<file path="config.mk">
export PLATFORM = sky130hd
export DESIGN_NAME = stwit_cell
export DESIGN_NICKNAME = d
export VERILOG_FILES = /design/src/sv/stwit_pkg.sv /design/src/sv/stwit_cell.sv
export SDC_FILE = /design/constraint.sdc
export NUM_CORES = 1
export LEC_CHECK = 0
export ABC_AREA = 1
export BUFFER_PORTS_ARGS = -buffer_cell sky130_fd_sc_hd__buf_2
export CAP_MARGIN = 20
export CORE_AREA = 4 4 190 146
export CTS_BUF_LIST = sky130_fd_sc_hd__clkbuf_4
export DETAILED_ROUTE_END_ITERATION = 8
export DIE_AREA = 0 0 194 150
export PLACE_DENSITY = 0.85
export SYNTH_ARGS = -nofsm -noshare
export SYNTH_HDL_FRONTEND = slang
export SYNTH_SLANG_ARGS = --single-unit
</file>
<file path="constraint.sdc">
create_clock -name clk -period 6.1 [get_ports clk]
set_clock_uncertainty 0.05 [all_clocks]
set_input_delay 0.61 -clock clk [delete_from_list [all_inputs] [get_ports clk]]
set_output_delay 0.61 -clock clk [all_outputs]
set_load 0.05 [all_outputs]
</file>
<file path="src/sv/stwit_pkg.sv">
// Shared types and constants for the session table with idle timeout.
// Holds request and status codes, the scan token and the write command.
// No dependencies.
package stwit_pkg;

    // Request codes
    localparam logic [1:0] REQ_CREATE  = 2'd0;
    localparam logic [1:0] REQ_DELETE  = 2'd1;
    localparam logic [1:0] REQ_CONFIRM = 2'd2;

    // Status codes
    localparam logic [1:0] ST_OK      = 2'd0;
    localparam logic [1:0] ST_FULL    = 2'd1;
    localparam logic [1:0] ST_NOMATCH = 2'd2;

    // Field widths
    localparam int KEY_W  = 64;
    localparam int TIME_W = 64;
    localparam int TMO_W  = 32;
    localparam int SLOT_W = 6;

    // Register reset value: 30 minutes in ms
    localparam logic [TMO_W-1:0] TIMEOUT_RESET = TMO_W'(30 * 60 * 1000);

    // Entry update kinds
    typedef enum logic [1:0] {
        WR_CREATE,
        WR_CLEAR,
        WR_REFRESH
    } wr_op_t;

    // Write command broadcast to every cell
    typedef struct packed {
        logic   en;
        wr_op_t op;
    } wr_cmd_t;

    // Scan token flags handed from cell to cell
    typedef struct packed {
        logic active;
        logic prim_hit;
        logic sec_hit;
    } scan_tok_t;

endpackage

</file>
<file path="src/sv/stwit_cell.sv">
// One table entry of the session table, one link of the scan chain.
// Checks its entry against the passing scan token and applies broadcast writes.
// Depends on stwit_pkg.
module stwit_cell #(
    parameter int INDEX = 0,
    parameter int IDX_W = 6
) (
    input  logic                          clk,
    input  logic                          rst_n,
    input  logic [1:0]                    req_type,
    input  logic [stwit_pkg::KEY_W-1:0]   user_key,
    input  logic [stwit_pkg::KEY_W-1:0]   session_key,
    input  logic [stwit_pkg::TIME_W-1:0]  now_ms,
    input  logic                          match_session_only,
    input  logic [stwit_pkg::TMO_W-1:0]   idle_timeout_ms,
    input  stwit_pkg::scan_tok_t          tok_in,
    input  logic [IDX_W-1:0]              prim_idx_in,
    input  logic [IDX_W-1:0]              sec_idx_in,
    output stwit_pkg::scan_tok_t          tok_out,
    output logic [IDX_W-1:0]              prim_idx_out,
    output logic [IDX_W-1:0]              sec_idx_out,
    input  stwit_pkg::wr_cmd_t            wr_cmd,
    input  logic [IDX_W-1:0]              wr_idx
);
    import stwit_pkg::*;

    localparam logic [IDX_W-1:0] MY_IDX = IDX_W'(INDEX);

    logic                valid_reg,   valid_next;
    logic [KEY_W-1:0]    user_reg,    user_next;
    logic [KEY_W-1:0]    session_reg, session_next;
    logic [TIME_W-1:0]   time_reg,    time_next;

    scan_tok_t           tok_reg,      tok_next;
    logic [IDX_W-1:0]    prim_idx_reg, prim_idx_next;
    logic [IDX_W-1:0]    sec_idx_reg,  sec_idx_next;

    logic                user_eq;
    logic                sess_eq;
    logic [TIME_W-1:0]   age;
    logic                expired;
    logic                prim_cond;

    // Compare stored entry against the request
    assign user_eq = (user_reg == user_key);
    assign sess_eq = (session_reg == session_key);
    assign age     = now_ms - time_reg;
    assign expired = (age >= TIME_W'(idle_timeout_ms));

    // Select the primary match rule for this request
    always_comb
    begin
        case (req_type)
            REQ_CREATE:  prim_cond = valid_reg && user_eq;
            REQ_DELETE:  prim_cond = valid_reg && user_eq && sess_eq;
            REQ_CONFIRM: prim_cond = valid_reg && (match_session_only || user_eq)
                                     && sess_eq && !expired;
            default:     prim_cond = 1'b0;
        endcase
    end

    // Advance the token, recording the first hit of each kind
    always_comb
    begin
        tok_next      = tok_in;
        prim_idx_next = prim_idx_in;
        sec_idx_next  = sec_idx_in;
        if (tok_in.active)
        begin
            if (!tok_in.prim_hit && prim_cond)
            begin
                tok_next.prim_hit = 1'b1;
                prim_idx_next     = MY_IDX;
            end
            if (!tok_in.sec_hit && expired)
            begin
                tok_next.sec_hit = 1'b1;
                sec_idx_next     = MY_IDX;
            end
        end
    end

    always_ff @(posedge clk or negedge rst_n)
    begin
        if (!rst_n)
        begin
            tok_reg <= '0;
        end
        else
        begin
            tok_reg <= tok_next;
        end
    end

    always_ff @(posedge clk)
    begin
        prim_idx_reg <= prim_idx_next;
        sec_idx_reg  <= sec_idx_next;
    end

    assign tok_out      = tok_reg;
    assign prim_idx_out = prim_idx_reg;
    assign sec_idx_out  = sec_idx_reg;

    // Apply a write addressed to this entry
    always_comb
    begin
        valid_next   = valid_reg;
        user_next    = user_reg;
        session_next = session_reg;
        time_next    = time_reg;
        if (wr_cmd.en && (wr_idx == MY_IDX))
        begin
            unique case (wr_cmd.op)
                WR_CREATE:
                begin
                    valid_next   = 1'b1;
                    user_next    = user_key;
                    session_next = session_key;
                    time_next    = now_ms;
                end
                WR_CLEAR:
                begin
                    valid_next   = 1'b0;
                    user_next    = '0;
                    session_next = '0;
                    time_next    = '0;
                end
                WR_REFRESH:
                begin
                    time_next = now_ms;
                end
                default:
                begin
                    valid_next = valid_reg;
                end
            endcase
        end
    end

    // Entry storage; reset value is part of the behavior (time 0)
    always_ff @(posedge clk or negedge rst_n)
    begin
        if (!rst_n)
        begin
            valid_reg   <= 1'b0;
            user_reg    <= '0;
            session_reg <= '0;
            time_reg    <= '0;
        end
        else
        begin
            valid_reg   <= valid_next;
            user_reg    <= user_next;
            session_reg <= session_next;
            time_reg    <= time_next;
        end
    end

endmodule

</file>
==> summary.md, run 1 <==
| Metric | Value |
|---|---|
| Post-Syn Nets | `2850` |
| Clock Tree Buf Depth | `3` |
| Total GRT Usage | `0.363` |
| Routed wire per std cell | `17.2 um` |
| Worst r2r src | `time_reg[6]` |
| Fin crit period | `4.09 ns` |
| Slowest stage delay, CP | `0.35 ns` |
| Max Clk Rate | `244 MHz` |
| Die Span X | `194 um` |
| # IOs | `268` |
| Dominant synthesized flop cell | `dfrtp_1` |
| CP Max Fanout | `6` |
| Root buffer cell | `clkbuf_4` |
| Power Dens Cells | `275 nW/um^2` |
| PortBufs | `267` |
| CTS tree | `done` |
| Max cap viols | `0` |
| Pre-Repair DR Iteration Count | `6` |
| Dpl ws | `1.82 ns` |
| Layout cells sized above 1 | `0.144` |
| Critical path launch point type | `flip-flop` |
| Total grt overflow | `0` |
| PostCTS Resize Cnt | `0` |
| Core Box Area | `25800 um^2` |
| Post-synth EDFFs | `0` |
| PnR worst setup slack | `2.01 ns` |
| Detailed Route Iter0 Violations | `1632` |
| Nets@finish | `3123` |
| First-pass GRT wire length | `85800 um` |
| Worst hold path class | `input port to flip-flop` |
| Pwr Total | `5.13 mW` |
| CP required | `6.62 ns` |
| Reg-to-reg slack, setup | `2.01 ns` |
| Area growth from synthesis to layout | `14.7%` |
| Die Span Y | `150 um` |
| Row count | `51` |
| Synth Instances | `2501` |
| Maximum VDD drop | `0.219 mV` |
| H-tree depth | `2` |
| Vias per cell | `5.51` |
| Synth cell types | `36` |
| Min-Delay Endpoint | `sec_idx_out[2]` |
| RSZ-0062 raised after global routing | `no` |
| Status | `finished clean` |
| Routed WL | `54500 um` |
| Vias in the first global route | `17000` |
| Design area | `18700 um^2` |
| Worst path bufs/invs | `2` |
| Async set-or-reset flop fraction in the synthesized netlist | `0.942` |
| Final setup viols | `0` |
| TNS Setup | `0 ns` |
| Lkg Pwr | `11.2 nW` |
| Clock insertion delay at the later pin of the skew report | `0.73 ns` |
| Clock Sinks | `208` |
| Most frequent CP cell | `nand2_1` |
| Core Util, Final | `0.725` |
| Clock-pin slew on the worst setup and hold paths | `0.07 ns` |
| Reg-to-Reg End | `prim_idx_out[1]` |
| Initial antenna violation count | `13` |
| Critical path class | `flip-flop to flip-flop` |
| Hold Path Stages | `3` |
| Max-slew violations | `0` |
| Detailed-route via count | `17500` |
| Initial Util | `0.632` |
| Fin. Hold Viols | `0` |
| HP Start | `sec_idx_in[2]` |
| Syn Area/Cell | `6.52 um^2` |
| Register area share after synthesis | `0.316` |
| Die area | `29100 um^2` |
| Post-Syn Area | `16300 um^2` |
| Headroom to the max-slew limit | `0.374` |
| Worst path arrival time | `4.61 ns` |
| Crit end category | `flip-flop` |
| RD Place Congestion | `1.02` |
| Total CTS buffers | `53` |
| Placed standard-cell area | `17900 um^2` |
| Final HPWL DP | `41900 um` |
| Tightest Pin Transition | `0.939 ns` |
| Largest net degree at the start of global routing | `163` |
| Setup Buffers After CTS | `0` |
| Critical path startpoint | `time_reg[6]` |
| Synthesis-stage register bit count | `208` |
| DRT antenna net count | `0` |
| Tcrit/Tclk final | `0.671` |
| Ys Warns | `0` |
| Reg2reg path depth | `26` |
| Post-CTS Hold Buffers | `2` |
| Cell family with most CP delay | `simple AND/OR/NAND/NOR gates` |
| Slowest CP cell | `ha_1` |
| Number of remaining DRC errors | `0` |
==> kinds of logic after synthesis <==
group	after synthesis	share of synthesized area
adder cells (fa/ha/maj)	96	0.0742
AND/OR/NAND/NOR	1354	0.353
buffers and inverters	507	0.117
XOR/XNOR	139	0.0747
AO/OA/AOI/OAI	197	0.0656
flip-flops	208	0.316
==> cell type report <==
| class | instances | area (um^2) |
|---|---|---|
| tap | 344 | 430 |
| clock buffer | 84 | 631 |
| sequential | 208 | 5140 |
| multi-input combinational | 1786 | 9260 |
| inverter | 448 | 1690 |
| timing repair buffer | 277 | 1460 |
| antenna | 9 | 22.5 |
| fill | 2152 | 7090 |
| clock inverter | 14 | 61.3 |
==> worst min-delay path, cell delays in order <==
cell and delay, ns:
buf_2 0.08, nand2_1 0.05, inv_1 0.05
==> per-stage QoR <==
step | std cells | hold WS [ns]
floorplan | 2501 | 0.264
global placement | 3060 | 0.431
detailed placement | 3060 | 0.435
CTS | 3160 | 0.00898
global route | 3169 | 0.0197
finish | 3170 | 0.0362
==> cells in the final DEF (no fill, tap or decap), types with 2 or more instances in the layout <==
cell type,synthesis,final
dlygate4sd3_1,0,2
xor2_1,84,84
diode_2,0,9
clkinv_2,0,2
a21oi_1,73,73
clkbuf_4,0,84
dfrtp_1,196,196
and3_1,3,2
nor3_2,3,3
buf_4,0,6
nor3_1,18,18
nand4_1,33,33
nand3b_1,12,12
nand3_1,251,251
xnor2_1,55,55
a221oi_1,8,8
clkinvlp_4,0,2
nand3_2,6,6
inv_2,5,3
nand2_2,13,13
dfxtp_1,12,12
o22ai_1,15,15
and2_1,6,6
nor2_1,121,121
nor4_1,16,16
o21ai_0,88,88
o21bai_1,9,9
clkinv_1,2,13
nand2_1,857,856
ha_1,95,95
nor2_2,12,12
inv_1,441,441
buf_2,0,266
==> per-layer routing <==
metal | vias up | global-route usage | routed length [um]
met4 | 10 | 0.123 | 1860
li1 | 8370 | - | -
met1 | 7955 | 0.506 | 23100
met2 | 969 | 0.562 | 23700
met3 | 149 | 0.0846 | 5840
met5 | - | 0 | 69
==> power breakdown <==
group / total [mW] / internal (mW) / switching, mW / leakage [nW]
registers: 1.58 / 1.52 / 0.0600 / 2.53
logic: 2.31 / 0.774 / 1.53 / 8.23
clock network: 1.24 / 0.625 / 0.618 / 0.408
total: 5.13 / 2.92 / 2.21 / 11.2
==> worst max path at each step <==
stage	endpoint	slack [ns]	cells past startpoint
5_1_grt	prim_idx_out[1]	1.80	24
3_5_place_dp	prim_idx_out[2]	1.82	26
6_report	prim_idx_out[1]	2.01	26
4_1_cts	prim_idx_out[1]	2.17	26
2_1_floorplan	prim_idx_out[0]	2.74	26
3_3_place_gp	prim_idx_out[3]	1.89	26
==> synthesized netlist by cell type (2+ instances only) <==
library cell  instances  area [um^2]
nand2_1             857         3220
inv_1               441         1660
nand3_1             251         1260
dfrtp_1             196         4900
nor2_1              121          454
ha_1                 95         1190
o21ai_0              88          440
xor2_1               84          736
a21oi_1              73          365
clkbuf_1             58          218
xnor2_1              55          482
nand4_1              33          206
nor3_1               18         90.1
nor4_1               16          100
o22ai_1              15         93.8
nand2_2              13         81.3
dfxtp_1              12          240
nand3b_1             12         90.1
nor2_2               12         75.1
o21bai_1              9         67.6
a221oi_1              8         70.1
and2_1                6         37.5
nand3_2               6         60.1
inv_2                 5         18.8
and3_1                3         18.8
nor3_2                3         30.0
clkinv_1              2         7.51
No activity file was read; power rests on OpenSTA's default activity.
==> run 2: changes to the inputs <==
ABC_AREA = 0   (was 1)
PLACE_DENSITY = 0.8   (was 0.85)
clock period = 4.2 ns   (was 6.1 ns; I/O delays follow)
==> run 2 against run 1 <==
The run now ends with setup timing left. Critical path depth shrank 3. Via count shrank 1.3%. Clock power grew 53%. Sequential power grew 39%. Combinational power shrank 3%. Utilization grew 9.5 points.
==> summary.md, run 2 <==
| Metric | Value |
|---|---|
| Pre-Repair DR Iteration Count | `6` |
| Max Clk Rate | `195 MHz` |
| Nets@finish | `2820` |
| Post-synth top cells | `nand2_1 (373), dfrtp_1 (196), nand3b_1 (130), a21oi_1 (121), inv_1 (108)` |
| CP required | `4.78 ns` |
| Status | `complete, but fails checks` |
| Syn Area/Cell | `8.25 um^2` |
| Total CTS buffers | `54` |
| Initial antenna violation count | `12` |
| Area growth from synthesis to layout | `40.0%` |
| Dpl cells | `2533` |
| Worst path arrival time | `5.72 ns` |
| Post-synth EDFFs | `0` |
| Routed WL | `58800 um` |
| Pwr Total | `6.32 mW` |
| Synthesis-stage register bit count | `208` |
| Clock-pin slew on the worst setup and hold paths | `0.07 ns` |
| Dominant cells by area after synthesis | `dfrtp_1 (32%), nand2_1 (9.3%), ha_1 (7.9%), nand3b_1 (6.5%), xor2_1 (5.5%)` |
| RSZ-0062 raised after global routing | `yes` |
| First-pass GRT wire length | `92500 um` |
| HP Start | `now_ms[0]` |
| H-tree depth | `2` |
| Worst hold path class | `input port to flip-flop` |
| Number of remaining DRC errors | `0` |
| Most frequent cells in the layout | `nand2_1 (373), buf_2 (266), dlygate4sd3_1 (206)` |
| Most common library cell in the layout ignoring fill and taps | `nand2_1` |
| Power Dens Cells | `299 nW/um^2` |
| Routed wire per std cell | `20.5 um` |
| Ys Warns | `0` |
| Worst r2r src | `time_reg[0]` |
| Final setup viols | `14` |
| Initial Util | `0.585` |
| Largest net degree at the start of global routing | `130` |
| Die Span Y | `150 um` |
| Filler cells | `1523` |
| Design area | `21100 um^2` |
| Clock Sinks | `208` |
| Critical path class | `flip-flop to flip-flop` |
| CTS tree | `done` |
| Total GRT Usage | `0.390` |
| Post-Layout Cell Count | `2869` |
| Root buffer cell | `clkbuf_4` |
| Async set-or-reset flop fraction in the synthesized netlist | `0.942` |
| Area share of the largest cell type after synthesis | `0.325` |
| Fin. Hold Viols | `0` |
| Detailed-route via count | `17200` |
| Dominant synthesized flop cell | `dfrtp_1` |
| Register area share after synthesis | `0.341` |
| Dpl ws | `-1.09 ns` |
| Crit end category | `flip-flop` |
| DRT antenna net count | `0` |
| Post-Syn Nets | `2179` |
| Synth cell types | `77` |
| Core Box Area | `25800 um^2` |
| Hold slack | `0.0309 ns` |
| # IOs | `268` |
| Synth area leader | `dfrtp_1` |
| Die area | `29100 um^2` |
| Tightest Pin Transition | `1.03 ns` |
| Failing checks | `setup timing` |
| Vias in the first global route | `17400` |
| Critical path, cell by cell | `ha_4, inv_2, fa_2, a21o_1, a221oi_4, o2bb2ai_2, o211ai_1, buf_4, buf_4, nand3_1, xor2_1, ha_1, and2_0, a221o_1, a22oi_2, o2111ai_1, nor4b_1, nand4_1, nor4_2, nand4_1, nor4b_4, a311oi_4, nor2b_1` |
| PortBufs | `267` |
| Critical path startpoint | `time_reg[0]` |
| Cell with the most instances after synthesis | `nand2_1` |
| Slowest CP cell | `dfrtp_1` |
| Vias per cell | `6.00` |
| Max cap viols | `0` |
| Fin crit period | `5.14 ns` |
| Critical path launch point type | `flip-flop` |
| Max-slew violations | `0` |
| Lkg Pwr | `10.4 nW` |
| Core Util, Final | `0.820` |
| Tcrit/Tclk final | `1.22` |
| Synth Instances | `1830` |
| Detailed Route Iter0 Violations | `1971` |
| Total grt overflow | `0` |
| Maximum VDD drop | `0.313 mV` |
| Clock insertion delay at the later pin of the skew report | `0.75 ns` |
| Die Span X | `194 um` |
| PnR worst setup slack | `-0.940 ns` |
| Post-Syn Area | `15100 um^2` |
| Clock Tree Buf Depth | `3` |
| Row count | `51` |
| Slowest stage delay, CP | `0.39 ns` |
| Layout cells sized above 1 | `0.245` |
| Final HPWL DP | `37300 um` |
| RD Place Congestion | `1.03` |
| Headroom to the max-slew limit | `0.313` |
| TNS Setup | `-11.30 ns` |
| CP Max Fanout | `6` |
| Placed standard-cell area | `18000 um^2` |
-- run 2: cell count changes after synthesis, sizes merged, moves of 19 or more --
cell,change
nand2,-497
inv,-338
nand3,-244
nand3b,+117
a22o,+64
nor2,-57
a21oi,+48
xnor2,+23
clkbuf,+19
-- run 2: report_power, final --
| group | switching (mW) | total, mW | internal, mW |
|---|---|---|---|
| sequential | 0.0848 | 2.20 | 2.12 |
| clock | 0.951 | 1.90 | 0.945 |
| combinational | 1.20 | 2.23 | 1.03 |
| total | 2.24 | 6.32 | 4.09 |
-- run 2: layer usage --
metal / part of all wire / wire length, um / GRT usage
met3: 0.092 / 5410 / 0.0749
met4: 0.047 / 2780 / 0.168
met1: 0.40 / 23400 / 0.507
met5: 0 / 0 / 0
met2: 0.46 / 27200 / 0.644
-- run 2: final timing paths --
check,cells after the start,end,slack [ns]
setup / recovery,23,sec_idx_out[2],-0.94
hold / removal,2,time_reg[0],0.03
setup reg to reg,23,sec_idx_out[2],-0.94
hold reg to reg,2,session_reg[37],0.44
max in group asynchronous,3,time_reg[14],2.69
min in group asynchronous,2,user_reg[21],0.33
-- run 2: repair_timing --
| item | 4_1_cts | 5_1_grt |
|---|---|---|
| pin swaps | 26 | 12 |
| gates resized for setup | 25 | 10 |
| hold buffers | 206 | 0 |
| endpoints found under the hold margin | 318 | 0 |
| setup buffers | 23 | 3 |
| setup endpoints to repair | 14 | 14 |
-- run 2: final cells by class --
cell class                 count  area [um^2]  area share
tap                          344          430      0.0204
timing repair buffer         679         5010       0.237
clock inverter                 8         40.0     0.00189
sequential                   208         5140       0.243
inverter                     108          418      0.0198
antenna                       14         35.0     0.00166
clock buffer                  88          661      0.0313
multi-input combinational   1420         9390       0.444
-- run 2: worst max-delay path, delay by kind of cell, from the launching register on --
family	cells	cell delay, ns
adders and majority gates	3	0.75
xor gates and xnor gates	1	0.15
DFF	1	0.39
buffers and inverters	3	0.30
AOI/OAI and AO/OA	8	1.83
and+or+nand+nor	8	1.58
-- run 2: cells by family (layout without fill, tap and decap cells) --
kind of cell	after synthesis	count (layout)	synth area share
compound gates	374	374	0.163
simple gates	768	768	0.258
mux	9	9	0.00605
fa+ha+maj	96	96	0.0801
xor+xnor	173	173	0.100
flops	208	208	0.341
other cells	0	14	0
buf+inv	202	883	0.0516
==> run 3: changes to the inputs <==
CORE_AREA = 2 2 188 144   (was 4 4 190 146)
DIE_AREA = 0 0 190 146   (was 0 0 194 150)
==> run 3 against run 2 <==
The run still ends with setup timing left. Critical path depth unchanged. Setup slack worse by 0.046 ns. Worst hold slack better by 0.12 ns. Via count up 4.1%. Sequential power about the same.
==> summary.md, run 3 (synthesized netlist as in run 2, its figures left out) <==
| Metric | Value |
|---|---|
| Layout cells sized above 1 | `0.239` |
| DRT antenna net count | `0` |
| Multi-input logic area | `9390 um^2` |
| Largest net degree at the start of global routing | `131` |
| Filler cells | `1488` |
| Row count | `51` |
| Slowest stage delay, CP | `0.44 ns` |
| Clock insertion delay at the later pin of the skew report | `0.80 ns` |
| Most common library cell in the layout ignoring fill and taps | `nand2_1` |
| Total GRT Usage | `0.436` |
| Clock Tree Buf Depth | `3` |
| Hold Path Stages | `4` |
| Register Area | `5140 um^2` |
| Worst hold path class | `input port to flip-flop` |
| Tightest Pin Transition | `1.11 ns` |
| Detailed-route via count | `17900` |
| Slowest CP cell | `dfrtp_1` |
| HP Start | `req_type[1]` |
| Vias per cell | `6.27` |
| Die Span Y | `146 um` |
| Reg-to-reg slack, setup | `-0.99 ns` |
| Initial antenna violation count | `6` |
| Critical path class | `flip-flop to flip-flop` |
| First-pass GRT wire length | `95600 um` |
| Worst path bufs/invs | `1` |
| Critical path launch point type | `flip-flop` |
| # IOs | `268` |
| PortBufs | `267` |
| Lkg Pwr | `10.4 nW` |
| Power Dens Cells | `307 nW/um^2` |
| Number of remaining DRC errors | `0` |
| Clock-pin slew on the worst setup and hold paths | `0.08 ns` |
| Pre-Repair DR Iteration Count | `6` |
| RD Place Congestion | `0.949` |
| H-tree depth | `2` |
| Min-Delay Endpoint | `tok_out[1]` |
| Reg2reg path depth | `23` |
| Maximum VDD drop | `0.274 mV` |
| Die area | `27700 um^2` |
| Headroom to the max-slew limit | `0.263` |
| Tcrit/Tclk final | `1.23` |
| Hold slack | `0.150 ns` |
| Die Span X | `190 um` |
| Cell family with most CP delay | `compound AO/OA/AOI/OAI gates` |
| Max cap viols | `0` |
| Reg-to-Reg End | `sec_idx_out[4]` |
| PnR worst setup slack | `-0.985 ns` |
| Detailed Route Iter0 Violations | `2183` |
| Most frequent cells in the layout | `nand2_1 (373), buf_2 (266), dlygate4sd3_1 (208)` |
| Status | `complete, but fails checks` |
| Fin crit period | `5.19 ns` |
| Clock Sinks | `208` |
| Routed wire per std cell | `21.8 um` |
| Total CTS buffers | `55` |
| Final HPWL DP | `36300 um` |
| Root buffer cell | `clkbuf_4` |
| Max Clk Rate | `193 MHz` |
| CP required | `4.79 ns` |
| CP Max Fanout | `6` |
| CTS tree | `done` |
| Initial Util | `0.587` |
| Critical path, cell by cell | `ha_4, inv_2, fa_2, a21o_1, a221oi_4, o2bb2ai_2, o211ai_1, a31oi_1, nor2_1, o21bai_1, xor2_1, ha_1, a21o_1, a21oi_1, nor4b_4, o2111ai_2, nor4b_2, nand4_1, nor4_2, nand4_1, nor4b_4, a311oi_4, nor2b_1` |
| Final setup viols | `14` |
| Worst path arrival time | `5.78 ns` |
| Worst r2r src | `time_reg[0]` |
| Routed WL | `62500 um` |
| Area growth from synthesis to layout | `39.8%` |
| TNS Setup | `-11.95 ns` |
| Fin. Hold Viols | `0` |
| Crit end category | `flip-flop` |
| Nets@finish | `2814` |
| Vias in the first global route | `18100` |
| Total grt overflow | `0` |
| Failing checks | `setup timing` |
| RSZ-0062 raised after global routing | `yes` |
| Max-slew violations | `0` |
| Core Box Area | `25700 um^2` |
==> run 3: cell count changes in the layout (fill, tap and decap cells not counted), sizes merged, moves of 2 or more <==
cell | before | now
dlygate4sd3 | 206 | 208
clkinv | 5 | 14
buf | 472 | 463
diode | 14 | 6
clkbuf | 89 | 85
==> run 3: final cells by class <==
type | instances | share of cell area
Antenna cell | 6 | 0.000712
Clock buffer | 84 | 0.0299
Clock inverter | 17 | 0.00486
Inverter | 108 | 0.0198
Multi-Input combinational cell | 1420 | 0.445
Sequential cell | 208 | 0.244
Tap cell | 344 | 0.0204
Timing Repair Buffer | 672 | 0.235
==> run 3: per-layer routing <==
layer  GRT usage  share of wire  routed length (um)
met5           0              0                   0
met4       0.212          0.054                3350
met1       0.542           0.37               23400
met2       0.723           0.47               29300
met3      0.0904           0.10                6470
==> run 3: report_power, final <==
group	internal, mW	leakage [nW]	switching, mW
Combinational	1.02	7.20	1.24
Sequential	2.12	2.79	0.0913
Clock	0.978	0.433	1.03
Total	4.11	10.4	2.37
==> run 3: worst max-delay path by stage <==
stage	start	endpoint	depth (start not counted)
floorplan	now_ms[0]	tok_out[0]	24
global placement	now_ms[0]	tok_out[0]	25
detailed placement	now_ms[0]	sec_idx_out[0]	25
CTS	time_reg[0]	tok_out[0]	23
global route	time_reg[0]	sec_idx_out[4]	24
finish	time_reg[0]	sec_idx_out[4]	23
==> run 3: timing repair <==
| action | 4_1_cts | 5_1_grt |
|---|---|---|
| hold buffers | 208 | 0 |
| hold endpoints to repair | 315 | 0 |
| setup endpoints to repair | 14 | 14 |
| resized for setup | 14 | 10 |
| buffers inserted | 16 | 2 |
| pin swaps | 15 | 4 |
==> run 3: worst register-to-register path, cell delays in order, from the launching register on <==
cell	delay, ns
dfrtp_1	0.44
ha_4	0.18
inv_2	0.04
fa_2	0.33
a21o_1	0.21
a221oi_4	0.29
o2bb2ai_2	0.11
o211ai_1	0.31
a31oi_1	0.18
nor2_1	0.18
o21bai_1	0.12
xor2_1	0.16
ha_1	0.30
a21o_1	0.16
a21oi_1	0.15
nor4b_4	0.23
o2111ai_2	0.14
nor4b_2	0.23
nand4_1	0.14
nor4_2	0.16
nand4_1	0.19
nor4b_4	0.35
a311oi_4	0.19
nor2b_1	0.23
==> run 3: stage by stage <==
step                       util  cells  power, mW  setup slack (ns)  cell area [um^2]
after floorplan               -   1830       3.31            -0.324             15200
after global placement    0.700   2529       4.09            -0.905             18000
after detailed placement  0.700   2529       4.13             -1.08             18000
after CTS                 0.817   2851       6.21            -0.865             21000
after global routing      0.820   2859       6.72             -1.21             21100
final                     0.820   2859       6.48            -0.985             21100
